$ cat src/sv/rn_pkg.sv
package rn_pkg;

    // Default fraction width
    localparam int DEF_WIDTH = 32;

    // Result status codes
    typedef logic [1:0] t_status;
    localparam t_status ST_OK       = 2'd0;
    localparam t_status ST_ZERO_DEN = 2'd1;
    localparam t_status ST_OVERFLOW = 2'd2;

endpackage

$ cat src/sv/rational_normalizer.sv
// Fraction reducer: takes numerator/denominator words and returns the
// fraction in lowest terms with the sign on the numerator.
// Input channel (i_s_*): one word carries numer_in and denom_in; accepted
// when i_s_tvalid and o_s_tready are both high. o_s_tready is high while
// the sequencer is idle, so one fraction is in work at a time.
// Output channel (o_m_*): numer_out and denom_out in tdata, is_integer and
// status in tuser; held in an output register until i_m_tready.
// Sequencing: a zero numerator or denominator goes straight to the final
// state. Otherwise common factors of two are stripped first, the binary
// gcd loop follows (one subtract-and-shift per cycle), then the numerator
// and the denominator are divided by the gcd in turn on one restoring divider.
// A stalled receiver does not stop the next fraction from being taken
// and worked on; only the final load into the output register waits.
// Reset (synchronous, active low) returns the sequencer to idle and drops
// o_m_tvalid; no result in flight survives it.
module rational_normalizer import rn_pkg::*; #(
    parameter int WIDTH = DEF_WIDTH
) (
    input  logic                                 i_clk,
    input  logic                                 i_rst_n,
    input  logic                                 i_s_tvalid,
    output logic                                 o_s_tready,
    // tdata: numer_in, denom_in
    input  logic [((2*WIDTH+7)/8)*8-1:0]         i_s_tdata,
    output logic                                 o_m_tvalid,
    input  logic                                 i_m_tready,
    // tdata: numer_out, denom_out
    output logic [((2*WIDTH+7)/8)*8-1:0]         o_m_tdata,
    // tuser: is_integer, status
    output logic [7:0]                           o_m_tuser
);

    localparam int TW = ((2*WIDTH+7)/8)*8;
    localparam int KW = $clog2(WIDTH);

    typedef enum logic [2:0] {
        S_IDLE, S_TWOS, S_GCD, S_DIVN, S_DIVD, S_FIN
    } t_state;

    t_state           r_state, n_state;
    logic             r_neg, n_neg;
    logic [WIDTH-1:0] r_an, n_an;
    logic [WIDTH-1:0] r_ad, n_ad;
    logic [WIDTH-1:0] r_u, n_u;
    logic [WIDTH-1:0] r_v, n_v;
    logic [KW-1:0]    r_k, n_k;
    logic [WIDTH-1:0] r_g, n_g;
    logic [WIDTH-1:0] r_qn, n_qn;
    logic [WIDTH-1:0] r_res_n, n_res_n;
    logic [WIDTH-1:0] r_res_d, n_res_d;
    logic             r_res_i, n_res_i;
    t_status          r_res_s, n_res_s;
    logic             r_ov, n_ov;
    logic [WIDTH-1:0] r_on, n_on;
    logic [WIDTH-1:0] r_od, n_od;
    logic             r_oi, n_oi;
    t_status          r_os, n_os;

    logic [WIDTH-1:0] in_num, in_den;
    logic [WIDTH:0]   umv;
    logic [WIDTH-1:0] vmu;
    logic [WIDTH-1:0] gcd_val;
    logic             div_start;
    logic [WIDTH-1:0] div_a, div_b;
    logic             div_done;
    logic [WIDTH-1:0] div_q;

    assign in_num = i_s_tdata[WIDTH-1:0];
    assign in_den = i_s_tdata[2*WIDTH-1:WIDTH];

    // Shared divider for both reductions by the gcd
    rn_divider #(.WIDTH(WIDTH)) u_div (
        .i_clk      (i_clk),
        .i_rst_n    (i_rst_n),
        .i_start    (div_start),
        .i_dividend (div_a),
        .i_divisor  (div_b),
        .o_done     (div_done),
        .o_quotient (div_q)
    );

    // Sequencer and datapath next state
    always_comb begin
        umv     = {1'b0, r_u} - {1'b0, r_v};
        vmu     = r_v - r_u;
        gcd_val = r_v << r_k;

        n_state = r_state;
        n_neg   = r_neg;
        n_an    = r_an;
        n_ad    = r_ad;
        n_u     = r_u;
        n_v     = r_v;
        n_k     = r_k;
        n_g     = r_g;
        n_qn    = r_qn;
        n_res_n = r_res_n;
        n_res_d = r_res_d;
        n_res_i = r_res_i;
        n_res_s = r_res_s;
        n_ov    = r_ov;
        n_on    = r_on;
        n_od    = r_od;
        n_oi    = r_oi;
        n_os    = r_os;

        div_start = 1'b0;
        div_a     = r_an;
        div_b     = gcd_val;

        // output word taken
        if (r_ov && i_m_tready) begin
            n_ov = 1'b0;
        end

        case (r_state)
            S_IDLE: begin
                if (i_s_tvalid) begin
                    n_neg = in_num[WIDTH-1] ^ in_den[WIDTH-1];
                    n_an  = in_num[WIDTH-1] ? (WIDTH'(0) - in_num) : in_num;
                    n_ad  = in_den[WIDTH-1] ? (WIDTH'(0) - in_den) : in_den;
                    n_u   = in_num[WIDTH-1] ? (WIDTH'(0) - in_num) : in_num;
                    n_v   = in_den[WIDTH-1] ? (WIDTH'(0) - in_den) : in_den;
                    n_k   = '0;
                    n_res_n = '0;
                    n_res_d = WIDTH'(1);
                    if (in_den == '0) begin
                        // zero denominator: error result
                        n_res_i = 1'b0;
                        n_res_s = ST_ZERO_DEN;
                        n_state = S_FIN;
                    end else if (in_num == '0) begin
                        // zero numerator reduces to 0/1
                        n_res_i = 1'b1;
                        n_res_s = ST_OK;
                        n_state = S_FIN;
                    end else begin
                        n_state = S_TWOS;
                    end
                end
            end
            S_TWOS: begin
                // strip common factors of two, then keep v odd
                if (!r_u[0] && !r_v[0]) begin
                    n_u = r_u >> 1;
                    n_v = r_v >> 1;
                    n_k = r_k + KW'(1);
                end else begin
                    if (!r_v[0]) begin
                        n_u = r_v;
                        n_v = r_u;
                    end
                    n_state = S_GCD;
                end
            end
            S_GCD: begin
                // binary gcd step, v stays odd
                if (r_u == '0) begin
                    div_start = 1'b1;
                    n_g       = gcd_val;
                    n_state   = S_DIVN;
                end else if (!r_u[0]) begin
                    n_u = r_u >> 1;
                end else if (!umv[WIDTH]) begin
                    n_u = {1'b0, umv[WIDTH-1:1]};
                end else begin
                    n_u = {1'b0, vmu[WIDTH-1:1]};
                    n_v = r_u;
                end
            end
            S_DIVN: begin
                div_a = r_ad;
                div_b = r_g;
                if (div_done) begin
                    n_qn      = div_q;
                    div_start = 1'b1;
                    n_state   = S_DIVD;
                end
            end
            S_DIVD: begin
                if (div_done) begin
                    n_res_d = div_q;
                    n_res_i = (div_q == WIDTH'(1));
                    n_res_s = ST_OK;
                    if (r_neg) begin
                        n_res_n = WIDTH'(0) - r_qn;
                    end else if (r_qn[WIDTH-1]) begin
                        // magnitude 2^(WIDTH-1) does not fit positive
                        n_res_n = {1'b0, {(WIDTH-1){1'b1}}};
                        n_res_s = ST_OVERFLOW;
                    end else begin
                        n_res_n = r_qn;
                    end
                    n_state = S_FIN;
                end
            end
            S_FIN: begin
                // load the output register once it is free
                if (!r_ov || i_m_tready) begin
                    n_ov    = 1'b1;
                    n_on    = r_res_n;
                    n_od    = r_res_d;
                    n_oi    = r_res_i;
                    n_os    = r_res_s;
                    n_state = S_IDLE;
                end
            end
            default: begin
                n_state = S_IDLE;
            end
        endcase
    end

    always_ff @(posedge i_clk) begin
        if (!i_rst_n) begin
            r_state <= S_IDLE;
            r_ov    <= 1'b0;
        end else begin
            r_state <= n_state;
            r_ov    <= n_ov;
        end
        r_neg   <= n_neg;
        r_an    <= n_an;
        r_ad    <= n_ad;
        r_u     <= n_u;
        r_v     <= n_v;
        r_k     <= n_k;
        r_g     <= n_g;
        r_qn    <= n_qn;
        r_res_n <= n_res_n;
        r_res_d <= n_res_d;
        r_res_i <= n_res_i;
        r_res_s <= n_res_s;
        r_on    <= n_on;
        r_od    <= n_od;
        r_oi    <= n_oi;
        r_os    <= n_os;
    end

    assign o_s_tready = (r_state == S_IDLE);
    assign o_m_tvalid = r_ov;
    assign o_m_tdata  = TW'({r_od, r_on});
    assign o_m_tuser  = {5'b0, r_os, r_oi};

endmodule

$ cat src/sv/rn_divider.sv
module rn_divider import rn_pkg::*; #(
    parameter int WIDTH = DEF_WIDTH
) (
    input  logic             i_clk,
    input  logic             i_rst_n,
    input  logic             i_start,
    input  logic [WIDTH-1:0] i_dividend,
    input  logic [WIDTH-1:0] i_divisor,
    output logic             o_done,
    output logic [WIDTH-1:0] o_quotient
);

    localparam int CW = $clog2(WIDTH + 1);

    logic [WIDTH-1:0] r_rem, n_rem;
    logic [WIDTH-1:0] r_quo, n_quo;
    logic [WIDTH-1:0] r_div, n_div;
    logic [CW-1:0]    r_cnt, n_cnt;
    logic             r_busy, n_busy;
    logic             r_done, n_done;

    logic [WIDTH:0]   rem_sh;
    logic [WIDTH:0]   diff;

    // Restoring divide: one quotient bit per cycle, MSB first
    always_comb begin
        rem_sh = {r_rem, r_quo[WIDTH-1]};
        diff   = rem_sh - {1'b0, r_div};
        n_rem  = r_rem;
        n_quo  = r_quo;
        n_div  = r_div;
        n_cnt  = r_cnt;
        n_busy = r_busy;
        n_done = 1'b0;
        if (i_start) begin
            n_rem  = '0;
            n_quo  = i_dividend;
            n_div  = i_divisor;
            n_cnt  = CW'(WIDTH);
            n_busy = 1'b1;
        end else if (r_busy) begin
            if (!diff[WIDTH]) begin
                n_rem = diff[WIDTH-1:0];
                n_quo = {r_quo[WIDTH-2:0], 1'b1};
            end else begin
                n_rem = rem_sh[WIDTH-1:0];
                n_quo = {r_quo[WIDTH-2:0], 1'b0};
            end
            n_cnt = r_cnt - CW'(1);
            if (r_cnt == CW'(1)) begin
                n_busy = 1'b0;
                n_done = 1'b1;
            end
        end
    end

    always_ff @(posedge i_clk) begin
        if (!i_rst_n) begin
            r_busy <= 1'b0;
            r_done <= 1'b0;
            r_cnt  <= '0;
        end else begin
            r_busy <= n_busy;
            r_done <= n_done;
            r_cnt  <= n_cnt;
        end
        r_rem <= n_rem;
        r_quo <= n_quo;
        r_div <= n_div;
    end

    assign o_done     = r_done;
    assign o_quotient = r_quo;

endmodule
$ cat config.mk
export PLATFORM = sky130hd
export DESIGN_NAME = rational_normalizer
export DESIGN_NICKNAME = d
export VERILOG_FILES = /design/src/sv/rn_pkg.sv /design/src/sv/rational_normalizer.sv /design/src/sv/rn_divider.sv
export SDC_FILE = /design/constraint.sdc
export NUM_CORES = 1
export LEC_CHECK = 0
export ABC_AREA = 1
export BUFFER_PORTS_ARGS = -buffer_cell sky130_fd_sc_hd__buf_2
export CAP_MARGIN = 20
export CORE_ASPECT_RATIO = 0.9
export CORE_MARGIN = 3
export CORE_UTILIZATION = 57
export DETAILED_ROUTE_END_ITERATION = 10
export PLACE_DENSITY_LB_ADDON = 0.1
export SLEW_MARGIN = 40
export SYNTH_ARGS = -nofsm -noshare
export SYNTH_HDL_FRONTEND = slang
export SYNTH_SLANG_ARGS = --single-unit
$ cat constraint.sdc
create_clock -name i_clk -period 7.6 [get_ports i_clk]
set_input_delay 1.9 -clock i_clk [delete_from_list [all_inputs] [get_ports i_clk]]
set_output_delay 1.9 -clock i_clk [all_outputs]
set_load 0.1 [all_outputs]
==> reports/qor.txt <==
Crit-path leading delay family: simple AND/OR/NAND/NOR gates
Die area: 0.0524 mm2
Area Overhead vs Synth: 9.31%
Synth cell types: 52
Pre-Repair DR Iteration Count: 5
Io pins: 142
Worst-margin pin slew: 0.983 ns
Largest net degree at the start of global routing: 74
Die Y: 217 um
Row count: 76
Max Freq: 239 MHz
Fin. max-slew vios: 0
Crit path launch type: flip-flop
DRC: 0
Synth Register Bits: 440
Vias after detailed routing: 24900
First DRT Iteration DRCs: 2867
Worst path bufs/invs: 3
Worst-Skew Late Latency: 0.59 ns
Drt via density: 5.52
H-tree Lvls: 2
Syn_area_per_cell: 7.52 um2
Relative slew slack: 33.8%
Setup clock skew after layout: 0.0318 ns
Worst Hold Class: reg -> reg
WL/cell: 18.4 um
Clock power share: 16.6%
Logic pwr share: 55.4%
Global route overflow: 0
Layout Nets: 4018
CTS Buf Count: 45
Max VDD drop: 0.325 mV
Mapped Area: 0.0283 mm2
Internal power: 6.69 mW
Power Dens Cells: 430 mW/mm2
Post-CTS Setup Bufs: 0
Switch share: 49.7%
Max-cap violations: 0
Port bufs: 136
DP HPWL: 64400 um
Antenna Nets Post-Route: 0
CP Class: reg -> reg
Vias in the first global route: 22600
Final WL: 83000 um
Final hold vios: 0
Mapped Cells: 3764
Hold buffers post-CTS: 0
Initial antenna violation count: 2
Final min period: 4.18 ns
Layout cells sized above 1: 6.83%
Die Wd: 241 um
Cell mode on critical path: nand2_1
Total negative setup slack: 0 ns
Clock sink count: 440
WP data arrival: 4.41 ns
Finished Core Util: 63.8%
CTS clk-pin slew, worst paths: 0.06 ns
CP max FO: 31
CP max stage cell: a21oi_2
Global-route wire length before repair: 128000 um
CTS tree: done
CTS root buf: clkbuf_16
Worst-path cell chain: inv_1 -> buf_4 -> nand2_1 -> fa_1 -> nand3_1 -> nand3_1 -> nand2_1 -> nand3_1 -> nand2_1 -> nand2_1 -> a21oi_2 -> a21oi_1 -> nor3_2 -> buf_4
CP endpoint kind: flip-flop
Period utilization: 55.0%
GPL Wtd Cong: 1.01
Reg power frac: 28.0%
Final Setup Violations: 0
Post-CTS Resized: 0
Psw: 6.61 mW
Fillcell total: 4393
Pwr Total: 13.3 mW
Starting density of the core: 58.4%
Ys Warns: 0
Core area: 0.0485 mm2
Total GRT Usage: 31.6%
Worst path required time: 7.83 ns
Static leakage: 14.3 nW
Longest Clk Path Bufs: 3
Hold WS: 0.413 ns
Fraction of the yosys area taken by sequential cells: 45.1%
RSZ-0062 raised after global routing: no
CP peak stage delay: 0.73 ns
Status: finished clean
==> final timing paths <==
path                                 start  endpoint  slack (ns)  cells past startpoint
worst max-delay path                r_u[0]    r_v[3]        3.42                     14
worst min-delay path            r_res_n[7]   r_on[7]        0.41                      0
worst max register to register      r_u[0]    r_v[3]        3.42                     14
worst min register to register  r_res_n[7]   r_on[7]        0.41                      0
==> Yosys cell counts (all sizes together) <==
cell type / instances / share of area [%]
xor2: 69 / 2.1
or2: 7 / 0.15
nand3b: 11 / 0.29
o221ai: 17 / 0.53
a22o: 1 / 0.031
xnor2: 40 / 1.2
clkbuf: 74 / 1.0
conb: 1 / 0.013
fa: 3 / 0.21
and3: 1 / 0.022
and2: 4 / 0.088
ha: 99 / 4.4
mux2i: 7 / 0.25
edfxtp: 396 / 42
o211ai: 12 / 0.32
a21boi: 5 / 0.13
nor2: 318 / 4.2
dfxtp: 44 / 3.1
a21o: 6 / 0.16
nand4: 40 / 0.88
o31ai: 5 / 0.13
a31oi: 54 / 1.2
o21ai: 201 / 3.6
nor3: 41 / 0.85
nor4: 18 / 0.40
a211oi: 8 / 0.21
o31a: 1 / 0.031
clkinv: 2 / 0.027
a221oi: 1 / 0.031
buf: 55 / 1.1
nand3: 148 / 2.6
o22ai: 13 / 0.29
a21oi: 187 / 3.3
inv: 527 / 7.0
o21bai: 8 / 0.21
nand2: 1337 / 18
o21a: 3 / 0.080
==> power by group through the flow <==
stage          clock network [mW]  logic (mW)  registers, mW
2_1_floorplan                   0        5.02           3.85
3_5_place_dp                    0        7.15           3.79
4_1_cts                      2.24        7.20           3.74
3_3_place_gp                    0        7.14           3.79
6_report                     2.21        7.37           3.73
5_1_grt                      2.33        8.20           3.76
==> placed cells by master (no fill, tap or decap), drive strengths merged, types with 44 or more instances in the layout <==
cell / synthesis / final
o21ai: 201 / 201
clkbuf: 74 / 53
inv: 527 / 528
xor2: 69 / 69
ha: 99 / 99
buf: 55 / 162
dfxtp: 44 / 44
edfxtp: 396 / 396
nand3: 148 / 148
a31oi: 54 / 54
a21oi: 187 / 187
nor2: 318 / 318
nand2: 1337 / 1337
==> per-stage QoR <==
stage | worst slack, ns | cell area [um2] | cells
after floorplan | 0.531 | 28300 | 3768
after global placement | 2.91 | 29400 | 4420
after detailed placement | 2.80 | 29400 | 4420
after CTS | 3.43 | 30900 | 4501
after global routing | 3.21 | 31000 | 4508
final | 3.42 | 31000 | 4508
==> final cells by class <==
type                       count  area, um2  share of cell area, %
antenna                        2       5.00                 0.0162
clock buffer                  53       1160                   3.73
clock inverter                28        303                  0.978
inverter                     529       1990                   6.43
multi-input combinational   2670      13000                   42.1
sequential                   440      12800                   41.3
tap                          624        781                   2.52
timing repair buffer         162        906                   2.93
==> state kept, by name, summed over array words and instances, names as in the netlist, 3 cells and up <==
name              cells
r_qn                 32
r_on                 32
r_an                 32
u_div.r_cnt           6
r_od                 32
r_res_d              32
r_u                  32
u_div.r_div          32
r_g                  32
r_ad                 32
r_k                   5
u_div.r_rem          32
u_div.o_quotient     32
r_state               3
r_v                  32
r_res_n              32
==> worst register-to-register path, stage by stage, from the launching register on <==
cell	delay, ns
edfxtp_1	0.38
inv_1	0.06
buf_4	0.29
nand2_1	0.20
fa_1	0.49
nand3_1	0.12
nand3_1	0.20
nand2_1	0.11
nand3_1	0.15
nand2_1	0.10
nand2_1	0.12
a21oi_2	0.73
a21oi_1	0.28
nor3_2	0.16
buf_4	0.42
==> kinds of logic (layout without fill, tap and decap cells) <==
kind of cell | count (synthesis) | after routing | synth area share (%)
other | 1 | 7 | 0.0132
AO/OA/AOI/OAI | 522 | 522 | 10.2
multiplexers | 7 | 7 | 0.247
AND/OR/NAND/NOR | 1925 | 1925 | 27.3
flip-flops | 440 | 440 | 45.1
adder cells (fa/ha/maj) | 102 | 102 | 4.59
buffers and inverters | 658 | 772 | 9.14
XOR/XNOR | 109 | 109 | 3.37
==> routing by layer <==
metal	track usage [%]	share of wire, %
met5	0	0
met4	11.2	3.5
met3	5.11	8.6
met2	49.1	44
met1	45.0	43
Note: power is estimated with default switching activity, not from simulation.
